`config.mk`:
```
export PLATFORM = sky130hd
export DESIGN_NAME = ktiat_ctrl
export DESIGN_NICKNAME = d
export VERILOG_FILES = /design/src/rtl/core/ktiat_pkg.sv /design/src/rtl/core/ktiat_ctrl.sv
export SDC_FILE = /design/constraint.sdc
export NUM_CORES = 1
export LEC_CHECK = 0
export BUFFER_PORTS_ARGS = -buffer_cell sky130_fd_sc_hd__buf_2
export CAP_MARGIN = 20
export CORE_AREA = 2 2 39 41
export DETAILED_ROUTE_END_ITERATION = 10
export DIE_AREA = 0 0 41 43
export PLACE_DENSITY = 0.42
export SYNTH_ARGS = -nofsm -noshare
export SYNTH_HDL_FRONTEND = slang
export SYNTH_SLANG_ARGS = --single-unit
```
`constraint.sdc`:
```
create_clock -name clk_i -period 1.67 [get_ports clk_i]
set_input_delay 0.334 -clock clk_i [delete_from_list [all_inputs] [get_ports clk_i]]
set_output_delay 0.334 -clock clk_i [all_outputs]
set_load 0.01 [all_outputs]
```
`src/rtl/core/ktiat_pkg.sv`:
```
// ----------------------------------------------------------------------------
// ktiat_pkg
// Shared types and constants for the key to index assignment table: payload
// words, request modes, controller states and controller/datapath signals.
// ----------------------------------------------------------------------------
package ktiat_pkg;

  localparam int unsigned KEY_W   = 64;
  localparam int unsigned POS_W   = 6;
  localparam int unsigned SLOT_W  = 6;
  localparam int unsigned TOTAL_W = 7;

  // Request modes
  localparam logic [1:0] MODE_INSERT = 2'd0;
  localparam logic [1:0] MODE_FIND   = 2'd1;
  localparam logic [1:0] MODE_READ   = 2'd2;

  typedef struct packed {
    logic [1:0]       mode;
    logic [KEY_W-1:0] key_high;
    logic [KEY_W-1:0] key_low;
    logic [POS_W-1:0] position;
  } in_word_t;

  typedef struct packed {
    logic               found;
    logic               inserted;
    logic               table_full;
    logic [SLOT_W-1:0]  slot;
    logic [KEY_W-1:0]   out_key_high;
    logic [KEY_W-1:0]   out_key_low;
    logic [TOTAL_W-1:0] entry_total;
  } out_word_t;

  typedef enum logic [1:0] {
    ST_IDLE,
    ST_SCAN,
    ST_READ,
    ST_FINISH
  } state_e;

  // Controller to datapath
  typedef struct packed {
    logic start;   // capture the request word, rewind the scan
    logic scan;    // issue the next table read and compare the previous one
    logic rd_pos;  // read the entry at the requested position
    logic finish;  // build the result, load the output register, commit inserts
  } cmd_t;

  // Datapath to controller
  typedef struct packed {
    logic scan_done;  // key matched or all held entries compared
    logic out_free;   // output register can take a result this cycle
  } sts_t;

endpackage

```
`src/rtl/core/ktiat_ctrl.sv`:
```
// ----------------------------------------------------------------------------
// ktiat_ctrl
// Sequencer for the table: accepts a word, steps the scan or the indexed read
// (neither for an unused mode), then hands the result to the output register.
// ----------------------------------------------------------------------------
module ktiat_ctrl (
  input  logic            clk_i,
  input  logic            rst_ni,
  input  logic            in_valid_i,
  input  logic [1:0]      in_mode_i,
  output logic            in_ready_o,
  input  ktiat_pkg::sts_t sts_i,
  output ktiat_pkg::cmd_t cmd_o
);

  ktiat_pkg::state_e state_q, state_d;

  always_ff @(posedge clk_i or negedge rst_ni) begin
    if (!rst_ni) begin
      state_q <= ktiat_pkg::ST_IDLE;
    end else begin
      state_q <= state_d;
    end
  end

  always_comb begin
    state_d    = state_q;
    cmd_o      = '0;
    in_ready_o = 1'b0;
    unique case (state_q)
      ktiat_pkg::ST_IDLE: begin
        in_ready_o = 1'b1;
        if (in_valid_i) begin
          cmd_o.start = 1'b1;
          unique case (in_mode_i) inside
            ktiat_pkg::MODE_INSERT, ktiat_pkg::MODE_FIND: state_d = ktiat_pkg::ST_SCAN;
            ktiat_pkg::MODE_READ:                         state_d = ktiat_pkg::ST_READ;
            default:                                      state_d = ktiat_pkg::ST_FINISH;
          endcase
        end
      end
      ktiat_pkg::ST_SCAN: begin
        cmd_o.scan = 1'b1;
        if (sts_i.scan_done) begin
          state_d = ktiat_pkg::ST_FINISH;
        end
      end
      ktiat_pkg::ST_READ: begin
        cmd_o.rd_pos = 1'b1;
        state_d      = ktiat_pkg::ST_FINISH;
      end
      ktiat_pkg::ST_FINISH: begin
        // hold until the output register is free
        if (sts_i.out_free) begin
          cmd_o.finish = 1'b1;
          state_d      = ktiat_pkg::ST_IDLE;
        end
      end
      default: state_d = ktiat_pkg::ST_IDLE;
    endcase
  end

endmodule

```
==> impl_summary.md <==
Run status
The flow ran to the end, and the final reports show no timing, DRC or antenna violations.

Layout
The largest registers in the layout are state_q x2. The growth of design area from synthesis to finish is 54.4%. The register with the most flip-flops is state_q.

Of the cells placed in the final design, the portion with a size suffix greater than 1 is 0.429. At the end of the flow, the number of nets in the layout was 49. The core occupancy in the finished layout is 0.221. The number of antenna diodes is 0. The register with the most flip-flops in the layout has 2 of them.

Power and ir drop
The combinational fraction of design power is 0.599. The switching share of power is 0.403. The leakage power summed over all cells is 0.185 nW. The analysis attributes to net switching a power of 0.000201 W. The maximum resistive drop on vdd is 0.481 mV.

Cell internal power was estimated by the tool at 0.000299 W. The sequential share of power is 0.192. The clock share of power is 0.209.

The total design power is 0.000500 W. The power per unit of standard cell area is 1640 nW/um^2.

Floorplanning
The width of the chip is 41 um. The floorplan step defined a die boundary enclosing 1760 sq um. Row generation in the floorplan step produced 14 rows. The initial utilization of the core area, before any placement, comes to 0.143.

In this run the standard cell core region covers 1380 sq um. The vertical die dimension is 43 um. Pin placement for this block handled 12 I/O pins.

Setup path
The kind of start point of the critical path is a flip-flop. For this run, the slowest stage of the critical path takes 0.39 ns. The category of the critical setup timing path is flip-flop to output pin. The sort of element at the end of the critical path is an output pin.

On the critical path, the stage with the largest delay is an instance of sky130_fd_sc_hd__dfrtp_1. For the worst setup path, the data arrival time is 1.17 ns. The top fanout value on the critical path is 4. The critical path required time is 1.34 ns. Walking the worst path, the cells encountered are inv_1 -> ha_1 -> and2_1 -> buf_2.

Global routing
The number of global-route vias before repair was 175. The first global-routing pass estimated 641 um of wire. The largest net degree at the start of global routing is 5. The total congestion overflow is 0. The initial antenna violation count is 0. The overall global routing resource usage is 0.0622.

Timing
The final-report max-slew violation count is 0. Timing would allow up to 0.663 GHz. The count of final hold-check violations was 0. Dividing the final minimum period by the clock period gives 0.903.

Measured against its own limit, the worst slew margin works out to 0.664. The minimum clock period is 1.51 ns. The total setup violations reported at the end of the flow is 0. The clock tree skew after final layout is 0.00214 ns.

Setup repair after global routing left no endpoint under its margin. At the pin with the least slew margin, the transition time is 0.504 ns. The total negative slack for setup checks is 0 ns.

Clock network
TritonCTS built the clock tree. The number of setup buffers added after CTS is 0. At the later pin of the worst-skew pair, clock insertion delay measures 0.22 ns. The clock transition at the registers of the reported paths is 0.03 ns. Clock tree synthesis selected as its root buffer the cell sky130_fd_sc_hd__clkbuf_4. The maximum root-to-sink buffer count is 2. Clock tree synthesis found a total of 2 sinks. CTS built an H-tree with a depth of 1. TritonCTS created 3 clock buffers.

Logic synthesis
The mapped netlist covers 198 sq um. The biggest area contributor in the post-synthesis netlist is sky130_fd_sc_hd__ha_1. The synthesized design contains 2 register bits. The most used flip-flop cell after synthesis is sky130_fd_sc_hd__dfrtp_1. Yosys attributes the largest share of cell area to sky130_fd_sc_hd__ha_1, sky130_fd_sc_hd__dfrtp_1, sky130_fd_sc_hd__mux2i_1.

Yosys mapped a number of flops with a built-in enable equal to 0. By count the netlist is led by sky130_fd_sc_hd__ha_1, sky130_fd_sc_hd__inv_1, sky130_fd_sc_hd__mux2i_1. A synthesized cell averages 9.88 sq um. Counting every instance in the synthesized netlist gives 20.

Counting distinct cell types in the post-synthesis netlist gives 9. The net count after synthesis is 32. The Yosys step of the flow raised 0 warnings. The share of flip-flops with an asynchronous set or reset is 1.00. The sequential fraction of the synthesis area is 0.253. The share of synthesized area in the top cell type comes to 0.316.

Route
The remaining number of nets flagged by the antenna check after routing is 0. The total vias in the final route is 175. In the routed design, unresolved DRC markers number 0. The ratio of routed vias to standard cells is 3.43. The final routed wirelength across all metal layers is 376 um.

The number of DRC violations after detailed-routing iteration 0 is 5. Dividing the detail-routed wire length by the instance count gives 7.37 um. The number of optimization iterations in the first detailed-route pass is 4.

Hold path
The worst hold path belongs to the class primary input to asynchronous set/reset pin.

Place
Port buffering added 11 buffers. The detailed placer's ending HPWL is 312 um. The weighted congestion reported at the end of routability-driven placement is 0.582.

Job
Max-cap violations in this run came to 0.
==> kinds of logic after synthesis <==
| group | Yosys count | synth area share |
|---|---|---|
| compound gates | 2 | 0.0759 |
| fa+ha+maj | 5 | 0.316 |
| buf+inv | 5 | 0.0949 |
| flops | 2 | 0.253 |
| mux | 3 | 0.152 |
| simple gates | 3 | 0.108 |
==> worst paths after layout <==
path	startpoint	endpoint	slack (ns)	cells after the start
max	state_q[0]	cmd_o[3]	0.16	4
min	rst_ni	state_q[0]	0.43	2
max reg2reg	state_q[0]	state_q[1]	0.20	4
min reg2reg	state_q[1]	state_q[1]	0.63	2
max in group asynchronous	rst_ni	state_q[1]	1.15	2
min in group clk_i	in_mode_i[1]	state_q[1]	0.45	3
==> worst max-delay path: cells and delay by family, from the launching register on <==
| kind | cells | cell delay, ns |
|---|---|---|
| simple gates | 1 | 0.12 |
| flops | 1 | 0.39 |
| buf+inv | 2 | 0.25 |
| fa+ha+maj | 1 | 0.20 |
==> layout by cell type (no fill, tap or decap) <==
master / instances
sky130_fd_sc_hd__buf_2: 11
sky130_fd_sc_hd__inv_1: 5
sky130_fd_sc_hd__ha_1: 5
sky130_fd_sc_hd__mux2i_1: 3
sky130_fd_sc_hd__clkbuf_4: 3
sky130_fd_sc_hd__dfrtp_1: 2
sky130_fd_sc_hd__and2_2: 1
sky130_fd_sc_hd__and2_1: 1
sky130_fd_sc_hd__nand3b_1: 1
sky130_fd_sc_hd__o21ai_0: 1
sky130_fd_sc_hd__a222oi_1: 1
sky130_fd_sc_hd__dlygate4sd3_1: 1
==> area by class of cell <==
class	count	area [sq um]
Multi-Input combinational cell	13	129
Tap cell	16	20.0
Inverter	5	18.8
Fill cell	150	1080
Clock buffer	3	22.5
Timing Repair Buffer	12	65.1
Sequential cell	2	50.0
==> stage by stage <==
| step | hold WS [ns] | cell area (sq um) | setup slack (ns) | std cells |
|---|---|---|---|---|
| after floorplan | 0.0384 | 198 | 0.271 | 20 |
| final | 0.426 | 305 | 0.161 | 51 |
| after global routing | 0.431 | 305 | 0.0293 | 51 |
| after global placement | 0.120 | 273 | 0.169 | 47 |
| after detailed placement | 0.120 | 273 | 0.176 | 47 |
| after CTS | 0.423 | 305 | 0.141 | 51 |
==> power by group through the flow <==
stage	Combinational, W	Sequential, W	Clock (W)
floorplan	0.000225	0.0000939	0
detailed placement	0.000304	0.0000977	0
finish	0.000300	0.0000960	0.000104
CTS	0.000306	0.0000972	0.000113
global placement	0.000308	0.0000994	0
global route	0.000354	0.000101	0.000118
==> repair_timing <==
action                                  4_1_cts  5_1_grt
gates resized for setup                       0        0
hold buffers                                  1        0
hold endpoints to repair                      2        0
endpoints found under the setup margin        0        0
==> routing by layer <==
metal,track usage,vias to the layer above,part of all wire
met2,0.0750,11,0.37
met5,0,-,0
li1,-,97,-
met3,0.0628,0,0.16
met4,0.0600,0,0
met1,0.0545,67,0.48
Power figures use the tool's default switching activity.
